### config.mk
export PLATFORM = sky130hd
export DESIGN_NAME = cartridge_bank_mapper_with_rtc_flat
export DESIGN_NICKNAME = d
export VERILOG_FILES = /design/src/hdl/cbm_pkg.sv /design/src/hdl/cbm_item_if.sv /design/src/hdl/cbm_result_if.sv /design/src/hdl/cartridge_bank_mapper_with_rtc.sv /design/src/flat_wrapper.sv
export SDC_FILE = /design/constraint.sdc
export NUM_CORES = 1
export LEC_CHECK = 0
export BUFFER_PORTS_ARGS = -buffer_cell sky130_fd_sc_hd__buf_2
export CORE_ASPECT_RATIO = 0.9
export CORE_MARGIN = 4
export CORE_UTILIZATION = 40
export DETAILED_ROUTE_END_ITERATION = 8
export PLACE_DENSITY_LB_ADDON = 0.15
export RECOVER_POWER = 25
export SYNTH_ARGS = -nofsm -noshare
export SYNTH_HDL_FRONTEND = slang
export SYNTH_SLANG_ARGS = --single-unit
### constraint.sdc
create_clock -name i_clk -period 10.3 [get_ports i_clk]
set_input_delay 1.545 -clock i_clk [delete_from_list [all_inputs] [get_ports i_clk]]
set_output_delay 1.545 -clock i_clk [all_outputs]
set_load 0.05 [all_outputs]
### src/hdl/cbm_pkg.sv
// ----------------------------------------------------------------------------
// Cartridge bank mapper package
// Shared widths, command, route, mapper and register codes of the mapper.
// ----------------------------------------------------------------------------
package cbm_pkg;

    localparam int unsigned MAX_ROM_BANKS = 512;
    localparam int unsigned MAX_RAM_BYTES = 262144;

    localparam int unsigned CMD_W       = 2;
    localparam int unsigned ADDR_W      = 16;
    localparam int unsigned DATA_W      = 8;
    localparam int unsigned ROUTE_W     = 3;
    localparam int unsigned PHYS_W      = 23;
    localparam int unsigned KIND_W      = 3;
    localparam int unsigned ROM_BANKS_W = 10;
    localparam int unsigned RAM_BYTES_W = 19;
    localparam int unsigned CFG_INDEX_W = 2;
    localparam int unsigned CFG_DATA_W  = 19;
    localparam int unsigned CLOCK_REGS  = 5;

    typedef enum logic [CMD_W-1:0] {
        CMD_READ  = 2'd0,
        CMD_WRITE = 2'd1,
        CMD_TICK  = 2'd2,
        CMD_NONE  = 2'd3
    } t_cmd;

    typedef enum logic [ROUTE_W-1:0] {
        ROUTE_OPEN_BUS  = 3'd0,
        ROUTE_ROM_READ  = 3'd1,
        ROUTE_RAM_READ  = 3'd2,
        ROUTE_RAM_WRITE = 3'd3,
        ROUTE_REG_DATA  = 3'd4,
        ROUTE_NONE      = 3'd5
    } t_route;

    typedef enum logic [KIND_W-1:0] {
        KIND_ROM_ONLY   = 3'd0,
        KIND_FIVE_BIT   = 3'd1,
        KIND_NIBBLE_RAM = 3'd2,
        KIND_CLOCK      = 3'd3,
        KIND_WIDE_BANK  = 3'd4,
        KIND_SENSOR     = 3'd5
    } t_kind;

    typedef enum logic [CFG_INDEX_W-1:0] {
        CFG_MAPPER_KIND = 2'd0,
        CFG_ROM_BANKS   = 2'd1,
        CFG_RAM_BYTES   = 2'd2
    } t_cfg_index;

    localparam logic [3:0] RAM_ENABLE_KEY = 4'hA;
    localparam logic [7:0] SENSOR_BANK    = 8'h10;
    localparam logic [7:0] LATCH_RELEASE  = 8'h00;
    localparam logic [7:0] LATCH_CAPTURE  = 8'h01;

    function automatic logic [7:0] clock_mask(input logic [2:0] idx);
        logic [7:0] mask;
        case (idx)
            3'd0: begin
                mask = 8'h3F;
            end
            3'd1: begin
                mask = 8'h3F;
            end
            3'd2: begin
                mask = 8'h1F;
            end
            3'd3: begin
                mask = 8'hFF;
            end
            default: begin
                mask = 8'hC1;
            end
        endcase
        return mask;
    endfunction

endpackage

### src/hdl/cbm_item_if.sv
// ----------------------------------------------------------------------------
// Bus item channel
// Carries one CPU bus access or clock tick per transfer.
// ----------------------------------------------------------------------------
interface cbm_item_if;
    logic                        valid;
    logic                        ready;
    logic [cbm_pkg::CMD_W-1:0]   cmd;
    logic [cbm_pkg::ADDR_W-1:0]  bus_address;
    logic [cbm_pkg::DATA_W-1:0]  bus_data;

    modport source (output valid, output cmd, output bus_address, output bus_data,
                    input ready);
    modport sink (input valid, input cmd, input bus_address, input bus_data,
                  output ready);
endinterface

### src/hdl/cbm_result_if.sv
// ----------------------------------------------------------------------------
// Mapper result channel
// Carries the route, physical address and data of one decoded item.
// ----------------------------------------------------------------------------
interface cbm_result_if;
    logic                         valid;
    logic                         ready;
    logic [cbm_pkg::ROUTE_W-1:0]  route;
    logic [cbm_pkg::PHYS_W-1:0]   phys_address;
    logic [cbm_pkg::DATA_W-1:0]   out_data;
    logic                         force_high_nibble;

    modport source (output valid, output route, output phys_address, output out_data,
                    output force_high_nibble, input ready);
    modport sink (input valid, input route, input phys_address, input out_data,
                  input force_high_nibble, output ready);
endinterface

### src/hdl/cartridge_bank_mapper_with_rtc.sv
// ----------------------------------------------------------------------------
// Cartridge bank mapper with clock
// Decodes CPU bus accesses by mapper kind, keeps banking and clock registers.
// ----------------------------------------------------------------------------
// Channel   Direction  Payload
// i_item    in         cmd, bus_address, bus_data
// o_result  out        route, phys_address, out_data, force_high_nibble
// i_cfg_*   in         mapper_kind, rom_banks, ram_bytes (write only)
//
// One item per cycle while the result is taken; a result is offered from the
// result register, after the item has passed through the input register.
// Reset empties both stages and returns all mapper and clock registers.
// A stalled result holds; the input register still takes an item if it is empty.
// ----------------------------------------------------------------------------
module cartridge_bank_mapper_with_rtc #(
    parameter int unsigned MAX_ROM_BANKS = cbm_pkg::MAX_ROM_BANKS,
    parameter int unsigned MAX_RAM_BYTES = cbm_pkg::MAX_RAM_BYTES
) (
    input  logic                                i_clk,
    input  logic                                i_rst_n,
    input  logic                                i_cfg_we,
    input  logic [cbm_pkg::CFG_INDEX_W-1:0]     i_cfg_index,
    input  logic [cbm_pkg::CFG_DATA_W-1:0]      i_cfg_data,
    cbm_item_if.sink                            i_item,
    cbm_result_if.source                        o_result
);

    localparam logic [cbm_pkg::ROM_BANKS_W-1:0] ROM_CAP =
        cbm_pkg::ROM_BANKS_W'(MAX_ROM_BANKS);
    localparam logic [cbm_pkg::RAM_BYTES_W-1:0] RAM_CAP =
        cbm_pkg::RAM_BYTES_W'(MAX_RAM_BYTES);

    logic [cbm_pkg::KIND_W-1:0]       r_mapper_kind;
    logic [cbm_pkg::ROM_BANKS_W-1:0]  r_rom_banks;
    logic [cbm_pkg::RAM_BYTES_W-1:0]  r_ram_bytes;

    logic                             r_in_valid;
    logic [cbm_pkg::CMD_W-1:0]        r_in_cmd;
    logic [cbm_pkg::ADDR_W-1:0]       r_in_addr;
    logic [cbm_pkg::DATA_W-1:0]       r_in_data;

    logic                             r_out_valid;
    cbm_pkg::t_route                  r_out_route;
    logic [cbm_pkg::PHYS_W-1:0]       r_out_phys;
    logic [cbm_pkg::DATA_W-1:0]       r_out_data;
    logic                             r_out_force_high;

    logic [7:0]                       r_rom_bank_low;
    logic                             r_rom_bank_ninth;
    logic [7:0]                       r_ram_bank_select;
    logic                             r_ram_enable;
    logic                             r_banking_mode;
    logic [7:0]                       r_clock_live [cbm_pkg::CLOCK_REGS];
    logic [7:0]                       r_clock_snapshot [cbm_pkg::CLOCK_REGS];
    logic                             r_clock_held;
    logic [2:0]                       r_sensor_select;
    logic                             r_sensor_enable;

    cbm_pkg::t_route                  n_route;
    logic [cbm_pkg::PHYS_W-1:0]       n_phys;
    logic [cbm_pkg::DATA_W-1:0]       n_out_data;
    logic                             n_force_high;
    logic [7:0]                       n_rom_bank_low;
    logic                             n_rom_bank_ninth;
    logic [7:0]                       n_ram_bank_select;
    logic                             n_ram_enable;
    logic                             n_banking_mode;
    logic [7:0]                       n_clock_live [cbm_pkg::CLOCK_REGS];
    logic [7:0]                       n_clock_snapshot [cbm_pkg::CLOCK_REGS];
    logic                             n_clock_held;
    logic [2:0]                       n_sensor_select;
    logic                             n_sensor_enable;

    logic                             w_advance;
    logic                             w_fire;
    cbm_pkg::t_kind                   w_kind;
    logic [cbm_pkg::ROM_BANKS_W-1:0]  w_rom_limit;
    logic [cbm_pkg::RAM_BYTES_W-1:0]  w_ram_limit;
    logic [8:0]                       w_rom_bank;
    logic                             w_rom_hit;
    logic [cbm_pkg::PHYS_W-1:0]       w_rom_phys;
    logic [20:0]                      w_ram_phys;
    logic                             w_ram_hit;
    logic                             w_in_ram;
    logic [1:0]                       w_region;
    logic                             w_enable_key;
    logic                             w_clock_sel;
    logic [2:0]                       w_clock_idx;
    logic [7:0]                       w_clock_read;
    logic [4:0]                       w_bank5;
    logic [6:0]                       w_bank7;
    logic [3:0]                       w_bank4;
    logic [5:0]                       w_tick_sec;
    logic [5:0]                       w_tick_min;
    logic [4:0]                       w_tick_hour;
    logic [9:0]                       w_tick_day;

    assign w_advance = !r_out_valid || o_result.ready;
    assign w_fire    = r_in_valid && w_advance;
    assign i_item.ready = !r_in_valid || w_advance;

    assign w_kind = (r_mapper_kind > cbm_pkg::KIND_W'(cbm_pkg::KIND_SENSOR)) ?
                    cbm_pkg::KIND_FIVE_BIT : cbm_pkg::t_kind'(r_mapper_kind);
    assign w_rom_limit = (r_rom_banks > ROM_CAP) ? ROM_CAP : r_rom_banks;
    assign w_ram_limit = (r_ram_bytes > RAM_CAP) ? RAM_CAP : r_ram_bytes;

    assign w_rom_bank = (w_kind == cbm_pkg::KIND_ROM_ONLY || !r_in_addr[14]) ?
                        {8'd0, r_in_addr[14]} :
                        {(w_kind == cbm_pkg::KIND_WIDE_BANK) && r_rom_bank_ninth,
                         r_rom_bank_low};
    assign w_rom_hit  = {1'b0, w_rom_bank} < w_rom_limit;
    assign w_rom_phys = {w_rom_bank, r_in_addr[13:0]};

    assign w_ram_phys = (w_kind == cbm_pkg::KIND_ROM_ONLY) ? {8'd0, r_in_addr[12:0]} :
                        {r_ram_bank_select, r_in_addr[12:0]};
    assign w_ram_hit  = w_ram_phys < {2'b00, w_ram_limit};
    assign w_in_ram   = r_in_addr[15:13] == 3'b101;
    assign w_region   = r_in_addr[14:13];

    assign w_enable_key = r_in_data[3:0] == cbm_pkg::RAM_ENABLE_KEY;
    assign w_clock_sel  = r_ram_bank_select >= 8'd8 && r_ram_bank_select <= 8'd12;
    assign w_clock_idx  = r_ram_bank_select[2:0];
    assign w_clock_read = r_clock_held ? r_clock_snapshot[w_clock_idx] :
                          r_clock_live[w_clock_idx];

    assign w_bank5 = (r_in_data[4:0] == 5'd0) ? 5'd1 : r_in_data[4:0];
    assign w_bank7 = (r_in_data[6:0] == 7'd0) ? 7'd1 : r_in_data[6:0];
    assign w_bank4 = (r_in_data[3:0] == 4'd0) ? 4'd1 : r_in_data[3:0];

    assign w_tick_sec  = r_clock_live[0][5:0] + 6'd1;
    assign w_tick_min  = r_clock_live[1][5:0] + 6'd1;
    assign w_tick_hour = r_clock_live[2][4:0] + 5'd1;
    assign w_tick_day  = {1'b0, r_clock_live[4][0], r_clock_live[3]} + 10'd1;

    always_comb begin
        n_route           = cbm_pkg::ROUTE_NONE;
        n_phys            = '0;
        n_out_data        = '0;
        n_force_high      = 1'b0;
        n_rom_bank_low    = r_rom_bank_low;
        n_rom_bank_ninth  = r_rom_bank_ninth;
        n_ram_bank_select = r_ram_bank_select;
        n_ram_enable      = r_ram_enable;
        n_banking_mode    = r_banking_mode;
        n_clock_live      = r_clock_live;
        n_clock_snapshot  = r_clock_snapshot;
        n_clock_held      = r_clock_held;
        n_sensor_select   = r_sensor_select;
        n_sensor_enable   = r_sensor_enable;

        case (cbm_pkg::t_cmd'(r_in_cmd))
            cbm_pkg::CMD_READ: begin
                n_route = cbm_pkg::ROUTE_OPEN_BUS;
                if (!r_in_addr[15]) begin
                    if (w_rom_hit) begin
                        n_route = cbm_pkg::ROUTE_ROM_READ;
                        n_phys  = w_rom_phys;
                    end
                end else if (w_in_ram) begin
                    if (w_kind == cbm_pkg::KIND_ROM_ONLY) begin
                        if (w_ram_hit) begin
                            n_route = cbm_pkg::ROUTE_RAM_READ;
                            n_phys  = {2'b00, w_ram_phys};
                        end
                    end else if (r_ram_enable) begin
                        case (w_kind)
                            cbm_pkg::KIND_NIBBLE_RAM: begin
                                n_route      = cbm_pkg::ROUTE_RAM_READ;
                                n_phys       = {14'd0, r_in_addr[8:0]};
                                n_force_high = 1'b1;
                            end
                            cbm_pkg::KIND_CLOCK: begin
                                if (r_ram_bank_select <= 8'd3) begin
                                    if (w_ram_hit) begin
                                        n_route = cbm_pkg::ROUTE_RAM_READ;
                                        n_phys  = {2'b00, w_ram_phys};
                                    end
                                end else if (w_clock_sel) begin
                                    n_route    = cbm_pkg::ROUTE_REG_DATA;
                                    n_out_data = w_clock_read;
                                end
                            end
                            cbm_pkg::KIND_SENSOR: begin
                                if (r_ram_bank_select <= 8'd15) begin
                                    if (w_ram_hit) begin
                                        n_route = cbm_pkg::ROUTE_RAM_READ;
                                        n_phys  = {2'b00, w_ram_phys};
                                    end
                                end else if (r_ram_bank_select == cbm_pkg::SENSOR_BANK) begin
                                    n_route = cbm_pkg::ROUTE_REG_DATA;
                                end
                            end
                            default: begin
                                if (w_ram_hit) begin
                                    n_route = cbm_pkg::ROUTE_RAM_READ;
                                    n_phys  = {2'b00, w_ram_phys};
                                end
                            end
                        endcase
                    end
                end
            end
            cbm_pkg::CMD_WRITE: begin
                if (!r_in_addr[15]) begin
                    case (w_kind)
                        cbm_pkg::KIND_ROM_ONLY: begin
                        end
                        cbm_pkg::KIND_NIBBLE_RAM: begin
                            if (w_region == 2'd0 && !r_in_addr[8]) begin
                                n_ram_enable = w_enable_key;
                            end else if (w_region == 2'd1 && r_in_addr[8]) begin
                                n_rom_bank_low = {4'd0, w_bank4};
                            end
                        end
                        cbm_pkg::KIND_WIDE_BANK: begin
                            case (w_region)
                                2'd0: begin
                                    n_ram_enable = w_enable_key;
                                end
                                2'd1: begin
                                    if (!r_in_addr[12]) begin
                                        n_rom_bank_low = r_in_data;
                                    end else begin
                                        n_rom_bank_ninth = r_in_data[0];
                                    end
                                end
                                2'd2: begin
                                    n_ram_bank_select = {4'd0, r_in_data[3:0]};
                                end
                                default: begin
                                end
                            endcase
                        end
                        cbm_pkg::KIND_CLOCK, cbm_pkg::KIND_SENSOR: begin
                            case (w_region)
                                2'd0: begin
                                    n_ram_enable = w_enable_key;
                                end
                                2'd1: begin
                                    n_rom_bank_low = {1'b0, w_bank7};
                                end
                                2'd2: begin
                                    n_ram_bank_select = r_in_data;
                                    if (w_kind == cbm_pkg::KIND_SENSOR && r_in_data <= 8'd5) begin
                                        n_sensor_select = r_in_data[2:0];
                                    end
                                end
                                default: begin
                                    if (w_kind == cbm_pkg::KIND_CLOCK) begin
                                        if (r_in_data == cbm_pkg::LATCH_RELEASE) begin
                                            n_clock_held = 1'b0;
                                        end else if (r_in_data == cbm_pkg::LATCH_CAPTURE) begin
                                            n_clock_snapshot = r_clock_live;
                                            n_clock_held     = 1'b1;
                                        end
                                    end
                                end
                            endcase
                        end
                        default: begin
                            case (w_region)
                                2'd0: begin
                                    n_ram_enable = w_enable_key;
                                end
                                2'd1: begin
                                    n_rom_bank_low = {r_rom_bank_low[7:5], w_bank5};
                                end
                                2'd2: begin
                                    if (!r_banking_mode) begin
                                        n_rom_bank_low = {1'b0, r_in_data[1:0],
                                                          r_rom_bank_low[4:0]};
                                    end else begin
                                        n_ram_bank_select = {6'd0, r_in_data[1:0]};
                                    end
                                end
                                default: begin
                                    n_banking_mode = r_in_data[0];
                                end
                            endcase
                        end
                    endcase
                end else if (w_in_ram) begin
                    if (w_kind == cbm_pkg::KIND_ROM_ONLY) begin
                        if (w_ram_hit) begin
                            n_route    = cbm_pkg::ROUTE_RAM_WRITE;
                            n_phys     = {2'b00, w_ram_phys};
                            n_out_data = r_in_data;
                        end
                    end else if (r_ram_enable) begin
                        case (w_kind)
                            cbm_pkg::KIND_NIBBLE_RAM: begin
                                n_route    = cbm_pkg::ROUTE_RAM_WRITE;
                                n_phys     = {14'd0, r_in_addr[8:0]};
                                n_out_data = {4'd0, r_in_data[3:0]};
                            end
                            cbm_pkg::KIND_CLOCK: begin
                                if (r_ram_bank_select <= 8'd3) begin
                                    if (w_ram_hit) begin
                                        n_route    = cbm_pkg::ROUTE_RAM_WRITE;
                                        n_phys     = {2'b00, w_ram_phys};
                                        n_out_data = r_in_data;
                                    end
                                end else if (w_clock_sel) begin
                                    n_clock_live[w_clock_idx] =
                                        r_in_data & cbm_pkg::clock_mask(w_clock_idx);
                                end
                            end
                            cbm_pkg::KIND_SENSOR: begin
                                if (r_ram_bank_select <= 8'd15) begin
                                    if (w_ram_hit) begin
                                        n_route    = cbm_pkg::ROUTE_RAM_WRITE;
                                        n_phys     = {2'b00, w_ram_phys};
                                        n_out_data = r_in_data;
                                    end
                                end else if (r_ram_bank_select == cbm_pkg::SENSOR_BANK &&
                                             r_in_addr[12:0] == 13'd0) begin
                                    n_sensor_enable = r_in_data[0];
                                end
                            end
                            default: begin
                                if (w_ram_hit) begin
                                    n_route    = cbm_pkg::ROUTE_RAM_WRITE;
                                    n_phys     = {2'b00, w_ram_phys};
                                    n_out_data = r_in_data;
                                end
                            end
                        endcase
                    end
                end
            end
            cbm_pkg::CMD_TICK: begin
                if (!r_clock_live[4][6]) begin
                    if (w_tick_sec != 6'd60) begin
                        n_clock_live[0] = {2'b00, w_tick_sec};
                    end else begin
                        n_clock_live[0] = 8'd0;
                        if (w_tick_min != 6'd60) begin
                            n_clock_live[1] = {2'b00, w_tick_min};
                        end else begin
                            n_clock_live[1] = 8'd0;
                            if (w_tick_hour != 5'd24) begin
                                n_clock_live[2] = {3'b000, w_tick_hour};
                            end else begin
                                n_clock_live[2] = 8'd0;
                                n_clock_live[3] = w_tick_day[7:0];
                                n_clock_live[4] = {r_clock_live[4][7] | w_tick_day[9],
                                                   r_clock_live[4][6:1], w_tick_day[8]};
                            end
                        end
                    end
                end
            end
            default: begin
            end
        endcase
    end

    always_ff @(posedge i_clk) begin
        if (!i_rst_n) begin
            r_mapper_kind <= '0;
            r_rom_banks   <= cbm_pkg::ROM_BANKS_W'(2);
            r_ram_bytes   <= '0;
        end else if (i_cfg_we) begin
            case (cbm_pkg::t_cfg_index'(i_cfg_index))
                cbm_pkg::CFG_MAPPER_KIND: begin
                    r_mapper_kind <= i_cfg_data[cbm_pkg::KIND_W-1:0];
                end
                cbm_pkg::CFG_ROM_BANKS: begin
                    r_rom_banks <= i_cfg_data[cbm_pkg::ROM_BANKS_W-1:0];
                end
                cbm_pkg::CFG_RAM_BYTES: begin
                    r_ram_bytes <= i_cfg_data[cbm_pkg::RAM_BYTES_W-1:0];
                end
                default: begin
                end
            endcase
        end
    end

    always_ff @(posedge i_clk) begin
        if (!i_rst_n) begin
            r_in_valid <= 1'b0;
        end else if (i_item.ready) begin
            r_in_valid <= i_item.valid;
        end
    end

    always_ff @(posedge i_clk) begin
        if (i_item.valid && i_item.ready) begin
            r_in_cmd  <= i_item.cmd;
            r_in_addr <= i_item.bus_address;
            r_in_data <= i_item.bus_data;
        end
    end

    always_ff @(posedge i_clk) begin
        if (!i_rst_n) begin
            r_out_valid <= 1'b0;
        end else if (w_advance) begin
            r_out_valid <= r_in_valid;
        end
    end

    always_ff @(posedge i_clk) begin
        if (w_fire) begin
            r_out_route      <= n_route;
            r_out_phys       <= n_phys;
            r_out_data       <= n_out_data;
            r_out_force_high <= n_force_high;
        end
    end

    always_ff @(posedge i_clk) begin
        if (!i_rst_n) begin
            r_rom_bank_low    <= 8'd1;
            r_rom_bank_ninth  <= 1'b0;
            r_ram_bank_select <= 8'd0;
            r_ram_enable      <= 1'b0;
            r_banking_mode    <= 1'b0;
            r_clock_live      <= '{default: 8'd0};
            r_clock_snapshot  <= '{default: 8'd0};
            r_clock_held      <= 1'b0;
            r_sensor_select   <= 3'd0;
            r_sensor_enable   <= 1'b0;
        end else if (w_fire) begin
            r_rom_bank_low    <= n_rom_bank_low;
            r_rom_bank_ninth  <= n_rom_bank_ninth;
            r_ram_bank_select <= n_ram_bank_select;
            r_ram_enable      <= n_ram_enable;
            r_banking_mode    <= n_banking_mode;
            r_clock_live      <= n_clock_live;
            r_clock_snapshot  <= n_clock_snapshot;
            r_clock_held      <= n_clock_held;
            r_sensor_select   <= n_sensor_select;
            r_sensor_enable   <= n_sensor_enable;
        end
    end

    assign o_result.valid             = r_out_valid;
    assign o_result.route             = r_out_route;
    assign o_result.phys_address      = r_out_phys;
    assign o_result.out_data          = r_out_data;
    assign o_result.force_high_nibble = r_out_force_high;

    a_fire_fills_result: assert property (@(posedge i_clk) disable iff (!i_rst_n)
        w_fire |=> o_result.valid)
        else $error("processed item did not reach the result register");

    a_empty_result_takes_item: assert property (@(posedge i_clk) disable iff (!i_rst_n)
        !r_out_valid |-> i_item.ready)
        else $error("input stalled while the result register is empty");

    a_open_bus_is_clean: assert property (@(posedge i_clk) disable iff (!i_rst_n)
        (o_result.valid && o_result.route == cbm_pkg::ROUTE_OPEN_BUS) |->
        (o_result.phys_address == '0 && o_result.out_data == '0 &&
         !o_result.force_high_nibble))
        else $error("open bus result carries address or data");

    a_ram_needs_enable: assert property (@(posedge i_clk) disable iff (!i_rst_n)
        (o_result.valid && w_kind != cbm_pkg::KIND_ROM_ONLY &&
         (o_result.route == cbm_pkg::ROUTE_RAM_READ ||
          o_result.route == cbm_pkg::ROUTE_RAM_WRITE)) |-> r_ram_enable)
        else $error("RAM transfer routed while RAM is disabled");

endmodule
### src/flat_wrapper.sv
// flat-port wrapper written by rule: the top's interface ports become plain ports
module cartridge_bank_mapper_with_rtc_flat 
#(
    parameter int unsigned MAX_ROM_BANKS = cbm_pkg::MAX_ROM_BANKS,
    parameter int unsigned MAX_RAM_BYTES = cbm_pkg::MAX_RAM_BYTES
)
  (i_clk, i_rst_n, i_cfg_we, i_cfg_index, i_cfg_data, i_item_valid, i_item_cmd, i_item_bus_address, i_item_bus_data, i_item_ready, o_result_valid, o_result_route, o_result_phys_address, o_result_out_data, o_result_force_high_nibble, o_result_ready);
  cbm_item_if i_item_i ();
  cbm_result_if o_result_i ();
  input  logic i_clk;
  input  logic i_rst_n;
  input  logic i_cfg_we;
  input  logic [cbm_pkg::CFG_INDEX_W-1:0] i_cfg_index;
  input  logic [cbm_pkg::CFG_DATA_W-1:0] i_cfg_data;
  input wire logic [$bits(i_item_i.valid)-1:0] i_item_valid;
  input wire logic [$bits(i_item_i.cmd)-1:0] i_item_cmd;
  input wire logic [$bits(i_item_i.bus_address)-1:0] i_item_bus_address;
  input wire logic [$bits(i_item_i.bus_data)-1:0] i_item_bus_data;
  output wire logic [$bits(i_item_i.ready)-1:0] i_item_ready;
  output wire logic [$bits(o_result_i.valid)-1:0] o_result_valid;
  output wire logic [$bits(o_result_i.route)-1:0] o_result_route;
  output wire logic [$bits(o_result_i.phys_address)-1:0] o_result_phys_address;
  output wire logic [$bits(o_result_i.out_data)-1:0] o_result_out_data;
  output wire logic [$bits(o_result_i.force_high_nibble)-1:0] o_result_force_high_nibble;
  input wire logic [$bits(o_result_i.ready)-1:0] o_result_ready;
  assign i_item_i.valid = i_item_valid;
  assign i_item_i.cmd = i_item_cmd;
  assign i_item_i.bus_address = i_item_bus_address;
  assign i_item_i.bus_data = i_item_bus_data;
  assign i_item_ready = i_item_i.ready;
  assign o_result_valid = o_result_i.valid;
  assign o_result_route = o_result_i.route;
  assign o_result_phys_address = o_result_i.phys_address;
  assign o_result_out_data = o_result_i.out_data;
  assign o_result_force_high_nibble = o_result_i.force_high_nibble;
  assign o_result_i.ready = o_result_ready;
  cartridge_bank_mapper_with_rtc #(.MAX_ROM_BANKS(MAX_ROM_BANKS), .MAX_RAM_BYTES(MAX_RAM_BYTES)) u_core (.i_clk(i_clk), .i_rst_n(i_rst_n), .i_cfg_we(i_cfg_we), .i_cfg_index(i_cfg_index), .i_cfg_data(i_cfg_data), .i_item(i_item_i), .o_result(o_result_i));
endmodule
== After elaboration in Yosys (flattened, before gate mapping) ==
Cells that the tools add are included.
Word-level totals
  flip-flop bits (word level): 195
  bits in latches: 0
  RAM bits: 0
  ROM bits: 0
  input port bits: 52
  output and inout bits: 37
  word-level logic and storage cells: 260
  memories kept: 0
Operators by class
  add/subtract/negate cells: 4
  $mul: 0
  div/mod/pow operators: 0
  $lt $le $gt $ge: 11
  equal/unequal tests: 40
  shift operators: 0
  multiplexer cells: 108
  bitwise operators: 14
  reduce and logical (&&, ||, !) cells: 52
Operator list (count)
  40-bit 2-to-1 mux: 8
  8-bit 2-to-1 mux: 38
  23-bit 2-to-1 mux: 7
  40-bit one-hot mux with 2 select lines: 1
  8-bit one-hot mux with 3 select lines: 3
  23-bit one-hot mux with 3 select lines: 1
  21-bit 2-to-1 mux: 3
  8-bit binary-select mux with 3-bit select: 2
  3-bit 2-to-1 mux: 16
  23-bit one-hot mux with 2 select lines: 1
  40-bit bitwise mux: 1
  32-bit 2-to-1 mux: 1
  8-bit one-hot mux with 2 select lines: 2
  8-bit one-hot mux with 4 select lines: 1
  8-bit demux with 3-bit select: 1
  24-bit 2-to-1 mux: 1
  12-bit AND reduction: 2
  11-bit AND reduction: 2
  21-bit by 19-bit < comparator with 1-bit output: 1
  10-bit AND reduction: 2
  19-bit > comparator (second input constant): 1
  19-bit 2-to-1 mux: 1
  2-bit inequality test (second input constant): 9
  3-bit one-hot mux with 3 select lines: 2
  62 further kinds: 122

== Depth between registers and ports, before layout ==
  depth in word-level cells: 21
  depth in mapped cells: 14
  gate-level depth less buffers: 11

== Least setup slack after synthesis ==
No wires, ideal clock.
  path type: input -> register
  start: input o_result_ready
  end: register u_core.r_clock_live[7] in the netlist's numbering
  library setup time: 116 ps
  arrival time: 4244 ps
  data required time: 10184 ps
  path slack: 5941 ps
  stages: 6
  path buffers: 0
  cells stage by stage: nor2b_1 > nor2_1 > and2_1 > o211ai_2 > o311a_1 > a31o_1
Between the ends
  word-level cells in the longest chain between the ends: 3
RTL lines
  start, declared: line flat_wrapper.sv:25  | input wire logic [$bits(o_result_i.ready)-1:0] o_result_ready;
  1-bit logical OR: line cartridge_bank_mapper_with_rtc.sv:98  | assign w_advance = !r_out_valid || o_result.ready;
  1-bit logical AND: line cartridge_bank_mapper_with_rtc.sv:99  | assign w_fire = r_in_valid && w_advance;
  net u_core.w_fire: line cartridge_bank_mapper_with_rtc.sv:75  | logic w_fire;
  13-bit AND reduction (no line)
  end signal, assigned: line cartridge_bank_mapper_with_rtc.sv:431  | r_clock_live <= n_clock_live;
  end, declared: line cartridge_bank_mapper_with_rtc.sv:53  | logic [7:0] r_clock_live [cbm_pkg::CLOCK_REGS];
The timed path passes the listed nets, and every way through them passes these cells.
A chain may end at the register's enable or synchronous reset.

== Worst setup path after layout ==
  start: input o_result_ready
  end: register u_core.r_clock_live[18] in the netlist's numbering
Between the ends
  word-level cells in the longest chain between the ends: 3
RTL lines (line)
  1-bit logical OR: cartridge_bank_mapper_with_rtc.sv:98
  1-bit logical AND: cartridge_bank_mapper_with_rtc.sv:99
  net u_core.w_fire: cartridge_bank_mapper_with_rtc.sv:75
  12-bit AND reduction (no line)
The timed path passes the listed nets, and every way through them passes these cells.

==> reports/metrics.csv <==
stage,metric,value,unit
min_path,holdPathEnd,u_core.r_clock_snapshot[35],
finish,nets,1203,
synthesis,synth_cells,1062,
detailed_routing,wirelength,28800,um
min_path,hp-class,reg -> reg,
global_route,antenna_found_initial,0,
critical_path,crit_fanout,38,
sta,setup_viol,0,
placement,place_area,10400,um^2
placement,pre_cts_ws,6.42,ns
power_and_ir_drop,leakage,4.04,nW
global_route,overflow,0,
power_and_ir_drop,p_switching,435,uW
synthesis,synth_edf_count,61,
clocking,cts-buffers-inserted,17,
power_and_ir_drop,p_sw_share,26.7,%
synthesis,yosys_warnings,0,
sta,whs,0.453,ns
finish,n_antenna_cell,0,
detailed_routing,route.met2.wl,11600,um
floorplanning,dieWidth,172,um
sta,finalCritPeriodShare,42.9,%
clocking,clk_latency,0.44,ns
power_and_ir_drop,powerDensity,149,nW/um^2
floorplanning,rows,53,
finish,drive_gt1_share,14.1,%
detailed_routing,drc,0,
detailed_routing,top_layer_used,met4,
global_route,grt_pass1_vias,7664,
finish,areaGrowthSynthToFinish,12.6,%
sta,relSlewSlack,-53.0,%
synthesis,synth-async-reset-ratio,0,%
critical_path,end_kind,flop,
critical_path,rr_startpoint,u_core.r_mapper_kind[0],
sta,rsz0062_at_grt,no,
detailed_routing,vias_per_cell,5.78,
detailed_routing,wl_met1,14800,um
floorplanning,core,23600,um^2
global_route,grt_pass1_wl,44500,um
placement,portBuffers,88,
synthesis,avgSynthCellArea,9.14,um^2
sta,max_freq,0.226,GHz
floorplanning,start_util,41.1,%
clocking,ctsHoldBuffers,0,
power_and_ir_drop,seqPwrFrac,51.0,%
power_and_ir_drop,power_frac_comb,8.2,%
detailed_routing,via_count,8285,
sta,hold_violations,0,
finish,fin_util,46.3,%
sta,slew_violations,66,
clocking,clock-sinks,195,
global_route,grt_max_degree,89,
finish,layout_commonest_cell,nand2_1,
status,violations,"capacitance limit, slew limit",
power_and_ir_drop,p_int,1.19,mW
power_and_ir_drop,clkPwrFrac,40.8,%
critical_path,reg2reg_to,u_core.o_result.phys_address[2],
clocking,cts-root-buf,clkbuf_16,
synthesis,synth_seq_area_share,46.5,%
detailed_routing,wl_met3,1990,um
detailed_routing,wl_per_cell,20.1,um
status,outcome,"finished, violations left",
clocking,max-clock-path-buffers,2,
placement,hpwl,20300,um
sta,fin_ws,5.88,ns
sta,skew,0.0133,ns
sta,worst_pin_slew,2.29,ns
synthesis,netlist_area,9710,um^2
detailed_routing,drt_first_pass_iters,5,
global_route,grt_usage,21.3,%
clocking,cts_resized,0,
critical_path,crit_start,o_result_ready,
power_and_ir_drop,ir_drop,0.000105,V
run,maxCapViolCount,2,
critical_path,reg2reg_slack,6.59,ns
critical_path,cp_data_arrival_time,4.76,ns
clocking,htreeDepth,4,
clocking,clk_pin_slew_worst_paths,0.07,ns
critical_path,reg2regPathDepth,9,
floorplanning,die_h,156,um
detailed_routing,drt-initial-drc-count,883,
sta,setup-tns-final,0,ns
synthesis,synth_nets,1147,
min_path,holdPathStages,2,
finish,post-route-cell-area,10900,um^2
critical_path,start_kind,input pin,
sta,min_period,4.42,ns
synthesis,synth_top_flop_cell,dfxtp_1,
power_and_ir_drop,finalPower,1.63,mW
placement,finalWeightedCongestion,0.846,
min_path,worstHoldStart,u_core.r_clock_snapshot[35],
finish,final_cell_mix,"196 x nand2_1, 134 x dfxtp_1, 104 x a21oi_1",
finish,stdcell_count,1433,
floorplanning,dieArea,26800,um^2
critical_path,worstPathRequired,10.64,ns
synthesis,synth.distinct_cells,78,
synthesis,synth_seq_cells,195,
clocking,post_cts.repair.setup_buffers,0,
clocking,cts_tree,done,
placement,dpl.cell_count,1401,
floorplanning,ios,89,
critical_path,criticalPathCategory,in -> reg,
detailed_routing,drt.antenna.violating_nets,0,
==> worst max-delay path: stages <==
cell	delay, ns
buf_2	0.07
nor2b_1	0.09
nor2_4	0.08
clkbuf_1	1.62
and2_1	0.46
o211a_1	0.43
o21ai_0	0.17
a31o_2	0.27
==> per-layer routing <==
layer,vias to the layer above,global-route usage (%)
met5,-,0
met4,0,4.19
met3,24,4.89
met2,286,28.9
met1,3988,34.3
li1,3987,-
==> registers in the layout, summed over array words and instances, names as in the netlist <==
signal	count
u_core.o_result.force_high_nibble	1
u_core.o_result.out_data	8
u_core.o_result.phys_address	23
u_core.o_result.route	3
u_core.o_result.valid	1
u_core.r_banking_mode	1
u_core.r_clock_held	1
u_core.r_clock_live	40
u_core.r_clock_snapshot	40
u_core.r_in_addr	16
u_core.r_in_cmd	2
u_core.r_in_data	8
u_core.r_in_valid	1
u_core.r_mapper_kind	3
u_core.r_ram_bank_select	8
u_core.r_ram_bytes	19
u_core.r_ram_enable	1
u_core.r_rom_bank_low	8
u_core.r_rom_bank_ninth	1
u_core.r_rom_banks	10
==> synth_stat cells, types with 4 or more instances <==
master    number  area, um^2
o21a_1         5        37.5
nand2b_1       6        37.5
edfxtp_1      61        1830
mux4_2        16         360
o211ai_1       7        52.6
nand2_1      196         736
and3_1        19         119
ha_1          33         413
and2_1        16         100
inv_1         31         116
buf_1          6        22.5
nor3b_1       11        82.6
clkbuf_1      53         199
dfxtp_1      134        2680
mux2i_1       22         220
o211a_1        4        40.0
nand3b_1       6        45.0
o311ai_0       5        43.8
nand4_1       13        81.3
a31oi_1        4        25.0
a211oi_1       5        37.5
o21ai_0       18        90.1
a22oi_1        4        30.0
a221o_1       12         120
xor2_1         4        35.0
o32ai_1        5        43.8
nor3_1        19        95.1
or3_1          5        31.3
nor2_1        82         308
o21ai_1        4        20.0
a22o_1         7        61.3
o22ai_1       10        62.6
a221oi_1      10        87.6
nor2b_1       18         113
nor4_1        12        75.1
a21oi_1      104         521
o31ai_1        7        52.6
nand3_1       26         130
a21o_1         5        37.5
==> cell type report <==
cell class / instances / area (um^2)
Multi-Input combinational cell: 771 / 4820
Fill cell: 2271 / 12700
Sequential cell: 195 / 4510
Inverter: 33 / 125
Timing Repair Buffer: 100 / 522
Clock inverter: 13 / 138
Clock buffer: 19 / 433
Tap cell: 302 / 378
==> cells by family after synthesis <==
logic type                 count (synthesis)  share of synthesized area [%]
DFF                                      195                           46.5
AOI/OAI and AO/OA                        248                           17.1
xor gates and xnor gates                   6                          0.541
and+or+nand+nor                          446                           21.7
buffers and inverters                     96                           3.89
adders and majority gates                 33                           4.25
muxes                                     38                           5.98
==> power by group through the flow <==
stage	clock (mW)	combinational (mW)	sequential, mW
final	0.664	0.134	0.831
after global placement	0	0.132	0.848
after global routing	0.707	0.145	0.833
after CTS	0.675	0.133	0.830
after detailed placement	0	0.132	0.847
after floorplan	0	0.0731	0.856
==> worst max path at each step <==
| stage | end | slack [ns] | depth (start not counted) |
|---|---|---|---|
| after detailed placement | i_item_ready | 6.42 | 4 |
| after global placement | i_item_ready | 6.44 | 4 |
| final | u_core.r_clock_live[18] | 5.88 | 8 |
| after global routing | u_core.r_clock_live[26] | 5.59 | 8 |
| after floorplan | u_core.r_clock_live[7] | 5.94 | 6 |
| after CTS | i_item_ready | 6.42 | 4 |
Note: power is estimated with default switching activity, not from simulation.
